### config.mk
export PLATFORM = sky130hd
export DESIGN_NAME = rc_pulse_capture_framer_unit
export DESIGN_NICKNAME = d
export VERILOG_FILES = /design/src/rcpc_pkg.sv /design/src/rcpc_chan_mem.sv /design/src/rc_pulse_capture_framer_unit.sv
export VERILOG_INCLUDE_DIRS = /design/src /design/src/src
export SDC_FILE = /design/constraint.sdc
export NUM_CORES = 1
export LEC_CHECK = 0
export ABC_AREA = 0
export BUFFER_PORTS_ARGS = -buffer_cell sky130_fd_sc_hd__buf_2
export CAP_MARGIN = 25
export CORE_MARGIN = 2
export CORE_UTILIZATION = 50
export CTS_BUF_LIST = sky130_fd_sc_hd__clkbuf_16
export DETAILED_ROUTE_END_ITERATION = 7
export PLACE_DENSITY = 0.62
export SYNTH_ARGS = -nofsm -noshare
export SYNTH_HDL_FRONTEND = slang
export SYNTH_SLANG_ARGS = --single-unit
### constraint.sdc
create_clock -name clock -period 7 [get_ports clock]
set_input_delay 0.35 -clock clock [delete_from_list [all_inputs] [get_ports clock]]
set_output_delay 0.35 -clock clock [all_outputs]
set_load 0.005 [all_outputs]
### src/assert_macros.svh
// Assertion macros used by the top level of the pulse capture framer.
// Needs nothing else; synthesis builds see empty bodies.
`ifndef ASSERT_MACROS_SVH
`define ASSERT_MACROS_SVH
`ifndef SYNTHESIS
`define RCPC_ASSERT_IMPL(lbl, clk, rst, ante, cons) \
   lbl: assert property (@(posedge clk) disable iff (rst) (ante) |-> (cons)) \
      else $error("rcpc assertion failed");
`define RCPC_ASSERT_NEXT(lbl, clk, rst, ante, cons) \
   lbl: assert property (@(posedge clk) disable iff (rst) (ante) |=> (cons)) \
      else $error("rcpc assertion failed");
`else
`define RCPC_ASSERT_IMPL(lbl, clk, rst, ante, cons)
`define RCPC_ASSERT_NEXT(lbl, clk, rst, ante, cons)
`endif
`endif

### src/rcpc_pkg.sv
// Shared types and constants of the RC pulse capture framer.
// Used by rcpc_chan_mem and rc_pulse_capture_framer_unit; depends on nothing.
package rcpc_pkg;

   localparam int NUM_CHANNELS_DEF = 9;
   localparam int TIME_BITS_DEF    = 16;

   localparam int CHAN_BITS     = 4;
   localparam int STAMP_BITS    = 16;
   localparam int WIDTH_BITS    = 15;
   localparam int MASK_BITS     = 8;
   localparam int TICK_BITS     = 16;
   localparam int CSR_IDX_BITS  = 4;
   localparam int CSR_DATA_BITS = 16;

   localparam logic [CHAN_BITS-1:0] LAST_FOUND_CH = 4'd8;

   localparam logic CMD_EDGE = 1'b0;
   localparam logic CMD_TICK = 1'b1;

   localparam logic [CSR_IDX_BITS-1:0] CSR_MIN_WIDTH     = 4'd0;
   localparam logic [CSR_IDX_BITS-1:0] CSR_MAX_WIDTH     = 4'd1;
   localparam logic [CSR_IDX_BITS-1:0] CSR_REQUIRED_MASK = 4'd2;
   localparam logic [CSR_IDX_BITS-1:0] CSR_FRAME_TIMEOUT = 4'd3;

   localparam logic [WIDTH_BITS-1:0] MIN_WIDTH_RST     = 15'd900;
   localparam logic [WIDTH_BITS-1:0] MAX_WIDTH_RST     = 15'd2100;
   localparam logic [MASK_BITS-1:0]  REQUIRED_MASK_RST = 8'hFF;
   localparam logic [TICK_BITS-1:0]  FRAME_TIMEOUT_RST = 16'd10;

   typedef struct packed {
      logic rise_wr;
      logic rise_rd;
      logic width_wr;
      logic width_rd;
   } mem_ctl_type;

endpackage

### src/rcpc_chan_mem.sv
// Per-channel rise time and pulse width memories with registered reads.
// Valid bits make unwritten entries read as zero. Depends on rcpc_pkg.
module rcpc_chan_mem #(
   parameter int NUM_CHANNELS = rcpc_pkg::NUM_CHANNELS_DEF,
   parameter int TIME_BITS    = rcpc_pkg::TIME_BITS_DEF
) (
   input  logic                                clock,
   input  logic                                reset,
   input  rcpc_pkg::mem_ctl_type               ctl,
   input  logic [$clog2(NUM_CHANNELS)-1:0]     addr,
   input  logic [TIME_BITS-1:0]                rise_wdata,
   input  logic [rcpc_pkg::WIDTH_BITS-1:0]     width_wdata,
   output logic [TIME_BITS-1:0]                rise_rdata,
   output logic [rcpc_pkg::WIDTH_BITS-1:0]     width_rdata
);

   logic [TIME_BITS-1:0]            rise_mem [NUM_CHANNELS];
   logic [rcpc_pkg::WIDTH_BITS-1:0] width_mem [NUM_CHANNELS];

   logic [NUM_CHANNELS-1:0]         rise_vld_ff;
   logic [NUM_CHANNELS-1:0]         width_vld_ff;
   logic [TIME_BITS-1:0]            rise_q_ff;
   logic [rcpc_pkg::WIDTH_BITS-1:0] width_q_ff;
   logic                            rise_hit_ff;
   logic                            width_hit_ff;

   always_ff @(posedge clock) begin
      if (ctl.rise_wr) begin
         rise_mem[addr] <= rise_wdata;
      end
      if (ctl.width_wr) begin
         width_mem[addr] <= width_wdata;
      end
      if (ctl.rise_rd) begin
         rise_q_ff <= rise_mem[addr];
      end
      if (ctl.width_rd) begin
         width_q_ff <= width_mem[addr];
      end
   end

   always_ff @(posedge clock) begin
      if (reset) begin
         rise_vld_ff  <= '0;
         width_vld_ff <= '0;
         rise_hit_ff  <= 1'b0;
         width_hit_ff <= 1'b0;
      end else begin
         if (ctl.rise_wr) begin
            rise_vld_ff[addr] <= 1'b1;
         end
         if (ctl.width_wr) begin
            width_vld_ff[addr] <= 1'b1;
         end
         if (ctl.rise_rd) begin
            rise_hit_ff <= rise_vld_ff[addr];
         end
         if (ctl.width_rd) begin
            width_hit_ff <= width_vld_ff[addr];
         end
      end
   end

   assign rise_rdata  = rise_hit_ff  ? rise_q_ff  : '0;
   assign width_rdata = width_hit_ff ? width_q_ff : '0;

endmodule

### src/rc_pulse_capture_framer_unit.sv
// Top level of the RC pulse capture framer: edge capture, framing and reports.
// Depends on rcpc_pkg, rcpc_chan_mem and assert_macros.svh.
// Falling edge: memory read, then ST_EDGE update; rising edge or quiet tick applies directly.
// Report: per channel, width memory read (ST_RPT_RD), then output load (ST_RPT_OUT) once the output is free.
// Throughput: one transaction at a time; input stalls until the current one finishes.
// Reset: synchronous, clears control state, config to defaults, stored values read as zero.
`include "assert_macros.svh"

module rc_pulse_capture_framer_unit #(
   parameter int NUM_CHANNELS = rcpc_pkg::NUM_CHANNELS_DEF,
   parameter int TIME_BITS    = rcpc_pkg::TIME_BITS_DEF
) (
   input  logic                                 clock,
   input  logic                                 reset,
   input  logic                                 req_valid,
   output logic                                 req_stall,
   input  logic                                 req_command,
   input  logic [rcpc_pkg::CHAN_BITS-1:0]       req_channel,
   input  logic                                 req_level,
   input  logic [rcpc_pkg::STAMP_BITS-1:0]      req_timestamp,
   output logic                                 rsp_valid,
   input  logic                                 rsp_stall,
   output logic [rcpc_pkg::CHAN_BITS-1:0]       rsp_report_channel,
   output logic [rcpc_pkg::WIDTH_BITS-1:0]      rsp_width,
   output logic                                 rsp_rx_ok,
   output logic                                 rsp_last,
   input  logic                                 csr_valid,
   output logic                                 csr_ready,
   input  logic [rcpc_pkg::CSR_IDX_BITS-1:0]    csr_index,
   input  logic [rcpc_pkg::CSR_DATA_BITS-1:0]   csr_wdata
);

   localparam int IDX_W  = $clog2(NUM_CHANNELS);
   localparam int HALF_W = TIME_BITS - 1;
   localparam int CMP_W  = (HALF_W > rcpc_pkg::WIDTH_BITS) ? HALF_W : rcpc_pkg::WIDTH_BITS;
   localparam logic [IDX_W-1:0] LAST_IDX = IDX_W'(NUM_CHANNELS - 1);
   localparam logic [rcpc_pkg::CHAN_BITS:0] CH_LIMIT = (rcpc_pkg::CHAN_BITS + 1)'(NUM_CHANNELS);

   typedef enum logic [1:0] {
      ST_IDLE,
      ST_EDGE,
      ST_RPT_RD,
      ST_RPT_OUT
   } state_type;

   state_type                         state_ff, state_in;
   logic [IDX_W-1:0]                  addr_ff, addr_in;
   logic [rcpc_pkg::CHAN_BITS-1:0]    chan_ff, chan_in;
   logic [TIME_BITS-1:0]              stamp_ff, stamp_in;
   logic [rcpc_pkg::MASK_BITS-1:0]    found_ff, found_in;
   logic                              done_ff, done_in;
   logic [rcpc_pkg::TICK_BITS-1:0]    last_tick_ff, last_tick_in;
   logic [rcpc_pkg::TICK_BITS-1:0]    beat_ff, beat_in;
   logic                              ok_ff, ok_in;
   logic                              rsp_valid_ff, rsp_valid_in;
   logic [rcpc_pkg::CHAN_BITS-1:0]    rsp_chan_ff, rsp_chan_in;
   logic [rcpc_pkg::WIDTH_BITS-1:0]   rsp_width_ff, rsp_width_in;
   logic                              rsp_ok_ff, rsp_ok_in;
   logic                              rsp_last_ff, rsp_last_in;
   logic [rcpc_pkg::WIDTH_BITS-1:0]   min_width_ff, min_width_in;
   logic [rcpc_pkg::WIDTH_BITS-1:0]   max_width_ff, max_width_in;
   logic [rcpc_pkg::MASK_BITS-1:0]    req_mask_ff, req_mask_in;
   logic [rcpc_pkg::TICK_BITS-1:0]    timeout_ff, timeout_in;

   logic                              req_fire;
   logic                              rsp_free;
   logic [rcpc_pkg::CHAN_BITS-1:0]    ch_m1;
   logic [rcpc_pkg::CHAN_BITS-1:0]    chan_ff_m1;
   logic                              ch_ok;
   logic                              is_edge;
   logic [rcpc_pkg::TICK_BITS-1:0]    beat_next;
   logic [rcpc_pkg::TICK_BITS-1:0]    elapsed;
   logic                              timed_out;
   logic [TIME_BITS-1:0]              rise_rdata;
   logic [rcpc_pkg::WIDTH_BITS-1:0]   width_rdata;
   logic [TIME_BITS-1:0]              diff;
   logic [CMP_W-1:0]                  half_cmp;
   logic                              in_range;
   logic [rcpc_pkg::MASK_BITS-1:0]    found_new;
   rcpc_pkg::mem_ctl_type             mem_ctl;
   logic [IDX_W-1:0]                  mem_addr;

   assign req_stall = (state_ff != ST_IDLE);
   assign req_fire  = req_valid && !req_stall;
   assign rsp_free  = !rsp_valid_ff || !rsp_stall;
   assign csr_ready = 1'b1;

   assign ch_m1      = req_channel - 4'd1;
   assign chan_ff_m1 = chan_ff - 4'd1;
   assign ch_ok      = (req_channel != '0) && ({1'b0, req_channel} <= CH_LIMIT);
   assign is_edge    = (req_command == rcpc_pkg::CMD_EDGE);

   assign beat_next = beat_ff + 16'd1;
   assign elapsed   = beat_next - last_tick_ff;
   assign timed_out = (elapsed >= timeout_ff);

   assign diff     = stamp_ff - rise_rdata;
   assign half_cmp = CMP_W'(diff[TIME_BITS-1:1]);
   assign in_range = (half_cmp <= CMP_W'(max_width_ff)) && (half_cmp >= CMP_W'(min_width_ff));
   assign found_new = found_ff |
      ((chan_ff <= rcpc_pkg::LAST_FOUND_CH) ? (8'd1 << chan_ff_m1[2:0]) : 8'd0);

   assign mem_ctl.rise_wr  = req_fire && is_edge && ch_ok && req_level;
   assign mem_ctl.rise_rd  = req_fire && is_edge && ch_ok && !req_level;
   assign mem_ctl.width_wr = (state_ff == ST_EDGE) && in_range;
   assign mem_ctl.width_rd = (state_ff == ST_RPT_RD);
   assign mem_addr = (state_ff == ST_IDLE) ? ch_m1[IDX_W-1:0] : addr_ff;

   rcpc_chan_mem #(
      .NUM_CHANNELS (NUM_CHANNELS),
      .TIME_BITS    (TIME_BITS)
   ) u_chan_mem (
      .clock       (clock),
      .reset       (reset),
      .ctl         (mem_ctl),
      .addr        (mem_addr),
      .rise_wdata  (TIME_BITS'(req_timestamp)),
      .width_wdata (rcpc_pkg::WIDTH_BITS'(diff[TIME_BITS-1:1])),
      .rise_rdata  (rise_rdata),
      .width_rdata (width_rdata)
   );

   always_comb begin
      state_in     = state_ff;
      addr_in      = addr_ff;
      chan_in      = chan_ff;
      stamp_in     = stamp_ff;
      found_in     = found_ff;
      done_in      = done_ff;
      last_tick_in = last_tick_ff;
      beat_in      = beat_ff;
      ok_in        = ok_ff;
      rsp_valid_in = rsp_valid_ff;
      rsp_chan_in  = rsp_chan_ff;
      rsp_width_in = rsp_width_ff;
      rsp_ok_in    = rsp_ok_ff;
      rsp_last_in  = rsp_last_ff;
      min_width_in = min_width_ff;
      max_width_in = max_width_ff;
      req_mask_in  = req_mask_ff;
      timeout_in   = timeout_ff;

      if (rsp_valid_ff && !rsp_stall) begin
         rsp_valid_in = 1'b0;
      end

      case (state_ff)
         ST_IDLE: begin
            if (req_fire) begin
               if (is_edge) begin
                  if (ch_ok && !req_level) begin
                     addr_in  = ch_m1[IDX_W-1:0];
                     chan_in  = req_channel;
                     stamp_in = TIME_BITS'(req_timestamp);
                     state_in = ST_EDGE;
                  end
               end else begin
                  beat_in = beat_next;
                  if (done_ff || (timed_out && (found_ff != '0))) begin
                     found_in = '0;
                     done_in  = 1'b0;
                     ok_in    = done_ff;
                     addr_in  = '0;
                     state_in = ST_RPT_RD;
                  end
               end
            end
         end
         ST_EDGE: begin
            if (in_range) begin
               last_tick_in = beat_ff;
               found_in     = found_new;
               if ((found_new & req_mask_ff) == req_mask_ff) begin
                  done_in = 1'b1;
               end
            end
            state_in = ST_IDLE;
         end
         ST_RPT_RD: begin
            state_in = ST_RPT_OUT;
         end
         ST_RPT_OUT: begin
            if (rsp_free) begin
               rsp_valid_in = 1'b1;
               rsp_chan_in  = rcpc_pkg::CHAN_BITS'(addr_ff) + 4'd1;
               rsp_width_in = width_rdata;
               rsp_ok_in    = ok_ff;
               rsp_last_in  = (addr_ff == LAST_IDX);
               if (addr_ff == LAST_IDX) begin
                  state_in = ST_IDLE;
               end else begin
                  addr_in  = addr_ff + 1'b1;
                  state_in = ST_RPT_RD;
               end
            end
         end
         default: begin
            state_in = ST_IDLE;
         end
      endcase

      if (csr_valid && csr_ready) begin
         case (csr_index)
            rcpc_pkg::CSR_MIN_WIDTH:     min_width_in = csr_wdata[rcpc_pkg::WIDTH_BITS-1:0];
            rcpc_pkg::CSR_MAX_WIDTH:     max_width_in = csr_wdata[rcpc_pkg::WIDTH_BITS-1:0];
            rcpc_pkg::CSR_REQUIRED_MASK: req_mask_in  = csr_wdata[rcpc_pkg::MASK_BITS-1:0];
            rcpc_pkg::CSR_FRAME_TIMEOUT: timeout_in   = csr_wdata[rcpc_pkg::TICK_BITS-1:0];
            default: begin
            end
         endcase
      end
   end

   always_ff @(posedge clock) begin
      if (reset) begin
         state_ff     <= ST_IDLE;
         found_ff     <= '0;
         done_ff      <= 1'b0;
         last_tick_ff <= '0;
         beat_ff      <= '0;
         rsp_valid_ff <= 1'b0;
         min_width_ff <= rcpc_pkg::MIN_WIDTH_RST;
         max_width_ff <= rcpc_pkg::MAX_WIDTH_RST;
         req_mask_ff  <= rcpc_pkg::REQUIRED_MASK_RST;
         timeout_ff   <= rcpc_pkg::FRAME_TIMEOUT_RST;
      end else begin
         state_ff     <= state_in;
         found_ff     <= found_in;
         done_ff      <= done_in;
         last_tick_ff <= last_tick_in;
         beat_ff      <= beat_in;
         rsp_valid_ff <= rsp_valid_in;
         min_width_ff <= min_width_in;
         max_width_ff <= max_width_in;
         req_mask_ff  <= req_mask_in;
         timeout_ff   <= timeout_in;
         addr_ff      <= addr_in;
         chan_ff      <= chan_in;
         stamp_ff     <= stamp_in;
         ok_ff        <= ok_in;
         rsp_chan_ff  <= rsp_chan_in;
         rsp_width_ff <= rsp_width_in;
         rsp_ok_ff    <= rsp_ok_in;
         rsp_last_ff  <= rsp_last_in;
      end
   end

   assign rsp_valid          = rsp_valid_ff;
   assign rsp_report_channel = rsp_chan_ff;
   assign rsp_width          = rsp_width_ff;
   assign rsp_rx_ok          = rsp_ok_ff;
   assign rsp_last           = rsp_last_ff;

   `RCPC_ASSERT_NEXT(a_edge_one_cycle, clock, reset, state_ff == ST_EDGE, state_ff == ST_IDLE)
   `RCPC_ASSERT_IMPL(a_report_cleared, clock, reset, state_ff == ST_RPT_RD || state_ff == ST_RPT_OUT, found_ff == '0 && !done_ff)
   `RCPC_ASSERT_IMPL(a_last_channel, clock, reset, rsp_valid_ff && rsp_last_ff, rsp_chan_ff == rcpc_pkg::CHAN_BITS'(NUM_CHANNELS))
   `RCPC_ASSERT_NEXT(a_tick_report, clock, reset, req_fire && !is_edge && done_ff, state_ff == ST_RPT_RD && ok_ff)

endmodule
==> impl_metrics.py <==
metrics = {
    "timing": {
        "drv_slew": 0,
        "worst_pin_slew_ns": 1.09,
        "period_share_pct": 81.7,
        "hold_violations": 0,
        "fmax_mhz": 175,
        "skew_ns": 0.0240,
        "tns_ns": 0,
        "setup-violations-final": 0,
        "fin_ws_ns": 1.28,
        "period_needed_ns": 5.72,
        "rsz0062_at_grt": "no",
        "slew_headroom_pct": 27.3,
    },
    "run_status": {
        "outcome": "complete, no violations",
    },
    "critical_path": {
        "cp-end-kind": "register",
        "path_max_fanout": 20,
        "critPathKind": "reg -> reg",
        "critPathRequiredTime_ns": 7.26,
        "r2r-start": "u_chan_mem.rise_hit_ff$_SDFFE_PP0P_",
        "startpoint": "u_chan_mem.rise_hit_ff$_SDFFE_PP0P_",
        "r2r_cells": 17,
        "arrival_ns": 5.98,
        "startpoint_type": "register",
    },
    "floorplan": {
        "start_util_pct": 50.6,
        "fp.dieW_microns": 210,
        "rows": 75,
        "top_level_ports": 71,
        "die_area_sq_um": 44100,
        "die_y_microns": 210,
        "core_sq_um": 41900,
    },
    "global_route": {
        "grt_max_degree": 90,
        "grt_pass1_wl_mm": 79.6,
        "grt_pass1_vias": 14200,
        "antenna_found_initial": 1,
        "grt_overflow": 0,
        "grtUsageTotal_pct": 23.2,
    },
    "clock_network": {
        "clkTransAtPathRegs_ns": 0.06,
        "clk_latency_ns": 0.59,
        "numCtsBuffers": 49,
        "clk_path_buf_depth": 3,
        "tritoncts": "built",
        "cts_sinks": 474,
        "ctsRootBufferMaster": "clkbuf_16",
        "h-tree-depth": 2,
    },
    "yosys": {
        "synth_area_leaders": "edfxtp_1 (50%), dfxtp_1 (11%), nand2_1 (6.4%)",
        "ys_top_cells_by_count": "nand2_1 (364), edfxtp_1 (356), a21oi_1 (125)",
        "synth_warnings": 0,
        "synth_edf_count": 356,
        "yosysTopAreaCellShare_pct": 50.4,
        "yosysMostFrequentCell": "nand2_1",
        "synthCells": 1905,
        "synth_fp_nets": 2034,
        "yosysTopAreaCell": "edfxtp_1",
        "synth_ff_type": "edfxtp_1",
        "ys_types": 74,
        "synthArstFlopShare_pct": 0,
        "netlist_area_sq_um": 21200,
        "seq_area_frac_synth_pct": 61.5,
        "avgSynthCellArea_sq_um": 11.1,
        "synth-seq-cells": 474,
    },
    "detailed_routing": {
        "wl_mm": 50.9,
        "postRouteAntennaNets": 0,
        "dr.pass1.iters": 5,
        "drtIter0Drc": 1150,
        "vias": 14600,
        "via_per_inst": 5.76,
        "wl_per_cell_microns": 20.0,
        "drc": 0,
    },
    "power": {
        "peakVddDrop_v": 0.000180,
        "power-per-cell-area_nw_per_um2": 258,
        "p_leak_nw": 8.41,
    },
    "finish": {
        "antenna_cells": 0,
        "fill_cells": 3513,
        "fin_nets": 2092,
        "utilization_pct": 56.8,
        "drive_gt1_share_pct": 11.4,
        "syn2layout_area_growth_pct": 12.3,
    },
    "job": {
        "maxCapViolCount": 0,
    },
    "place": {
        "io_buffers": 69,
        "hpwl_mm": 32.5,
        "finalWeightedCongestion": 0.849,
        "pre_cts_ws_ns": 1.36,
    },
    "hold_path": {
        "hold_path_depth": 1,
        "min_from": "req_channel[0]",
        "holdCritPathClass": "in -> reg",
    },
}
## flip-flops by register name (all words and copies together) (netlist names), 8 cells and up
signal and flops:
beat_ff 16, u_chan_mem.width_vld_ff 9, u_chan_mem.rise_mem 144, timeout_ff 16, u_chan_mem.width_q_ff 15, u_chan_mem.width_mem 135
req_mask_ff 8, min_width_ff 15, max_width_ff 15, stamp_ff 16, u_chan_mem.rise_vld_ff 9, rsp_width 15
found_ff 8, u_chan_mem.rise_q_ff 16, last_tick_ff 16
## power breakdown
part           leakage [nW]  switching [W]  total [W]  internal (W)
logic                  3.48       0.000484   0.000696      0.000213
clock network         0.775        0.00107    0.00237       0.00130
registers              4.15      0.0000144    0.00307       0.00306
## worst max-delay path: stages (launching register included)
cell and delay (ns):
dfxtp_1 0.68, nand3b_1 0.25, fa_1 0.50, a211oi_1 0.25, o21bai_1 0.13, a31oi_1 0.32
o21ai_0 0.17, a21oi_1 0.21, xnor2_1 0.20, ha_1 0.29, and2_1 0.14, a221o_1 0.29
a221o_1 0.39, o21ai_2 0.15, buf_4 0.30, nand4_2 0.51, nor4_2 0.34, buf_4 0.29
## area by class of cell
cell class	instances	area, sq um	area share [%]
multi-input cells	1238	7560	31.7
inverters	81	304	1.28
clock buffers	50	1250	5.25
repair buffers	119	787	3.30
clock inverters	41	206	0.866
well taps	539	674	2.83
flip-flops and latches	474	13100	54.8
## stage by stage
stage	cells	hold slack (ns)	power (W)	instance area, sq um
2_1_floorplan	1905	0.400	0.00359	21200
5_1_grt	2542	0.0170	0.00637	23800
4_1_cts	2540	0.00532	0.00618	23800
6_report	2542	0.0360	0.00614	23800
3_5_place_dp	2446	0.434	0.00383	22300
3_3_place_gp	2443	0.430	0.00381	22300
## routing by layer
layer,global-route usage (%),up-vias,wire (microns)
li1,-,7081,-
met1,31.8,7099,22700
met2,38.0,367,24300
met3,3.23,86,2470
met4,8.31,0,1540
met5,0,-,0
## cells in the final DEF (no fill, tap or decap), drive strengths merged, types with 4 or more instances in the layout
master   netlist  final
xnor2         34     34
nand4         33     33
a21o          13     13
and3          41     41
mux2i          8      8
and4           4      4
o211ai        18     18
o31ai         20     20
nor2          93     93
nand3         82     82
a311oi        37     37
o2bb2ai        4      4
o32ai          4      4
inv           80     98
nor3          19     19
a2111oi        4      4
nand2        364    364
or3           10     10
ha            80     80
a31oi         40     40
dfxtp        118    118
xor2          20     20
clkinv         1     21
and2          22     22
nor2b         10     10
o21ai         34     34
edfxtp       356    356
nor4           4      4
o41ai          6      6
buf           33    116
o21a          19     19
a211oi        41     41
clkbuf        79     50
a221oi         4      4
a21oi        125    125
nand2b         7      7
## what timing repair did
action	CTS	global route
hold buffers	3	0
resized for setup	0	0
endpoints found under the hold margin	3	0
setup buffers	0	0
## path summary, 6_finish.rpt
| kind | end | slack (ns) |
|---|---|---|
| max | u_chan_mem.width_mem[4][14]$_DFFE_PP_ | 1.28 |
| min | chan_ff[0]$_DFFE_PP_ | 0.04 |
| max reg2reg | u_chan_mem.width_mem[4][14]$_DFFE_PP_ | 1.28 |
| min reg2reg | u_chan_mem.width_vld_ff[7]$_SDFFE_PP0P_ | 0.45 |
## kinds of logic after synthesis
logic type	share of synthesized area [%]
mux	0.377
compound gates	12.4
flops	61.5
other cells	0.0177
buf+inv	3.57
fa+ha+maj	4.91
xor+xnor	2.23
simple gates	15.0
Note: power is estimated with default switching activity, not from simulation.
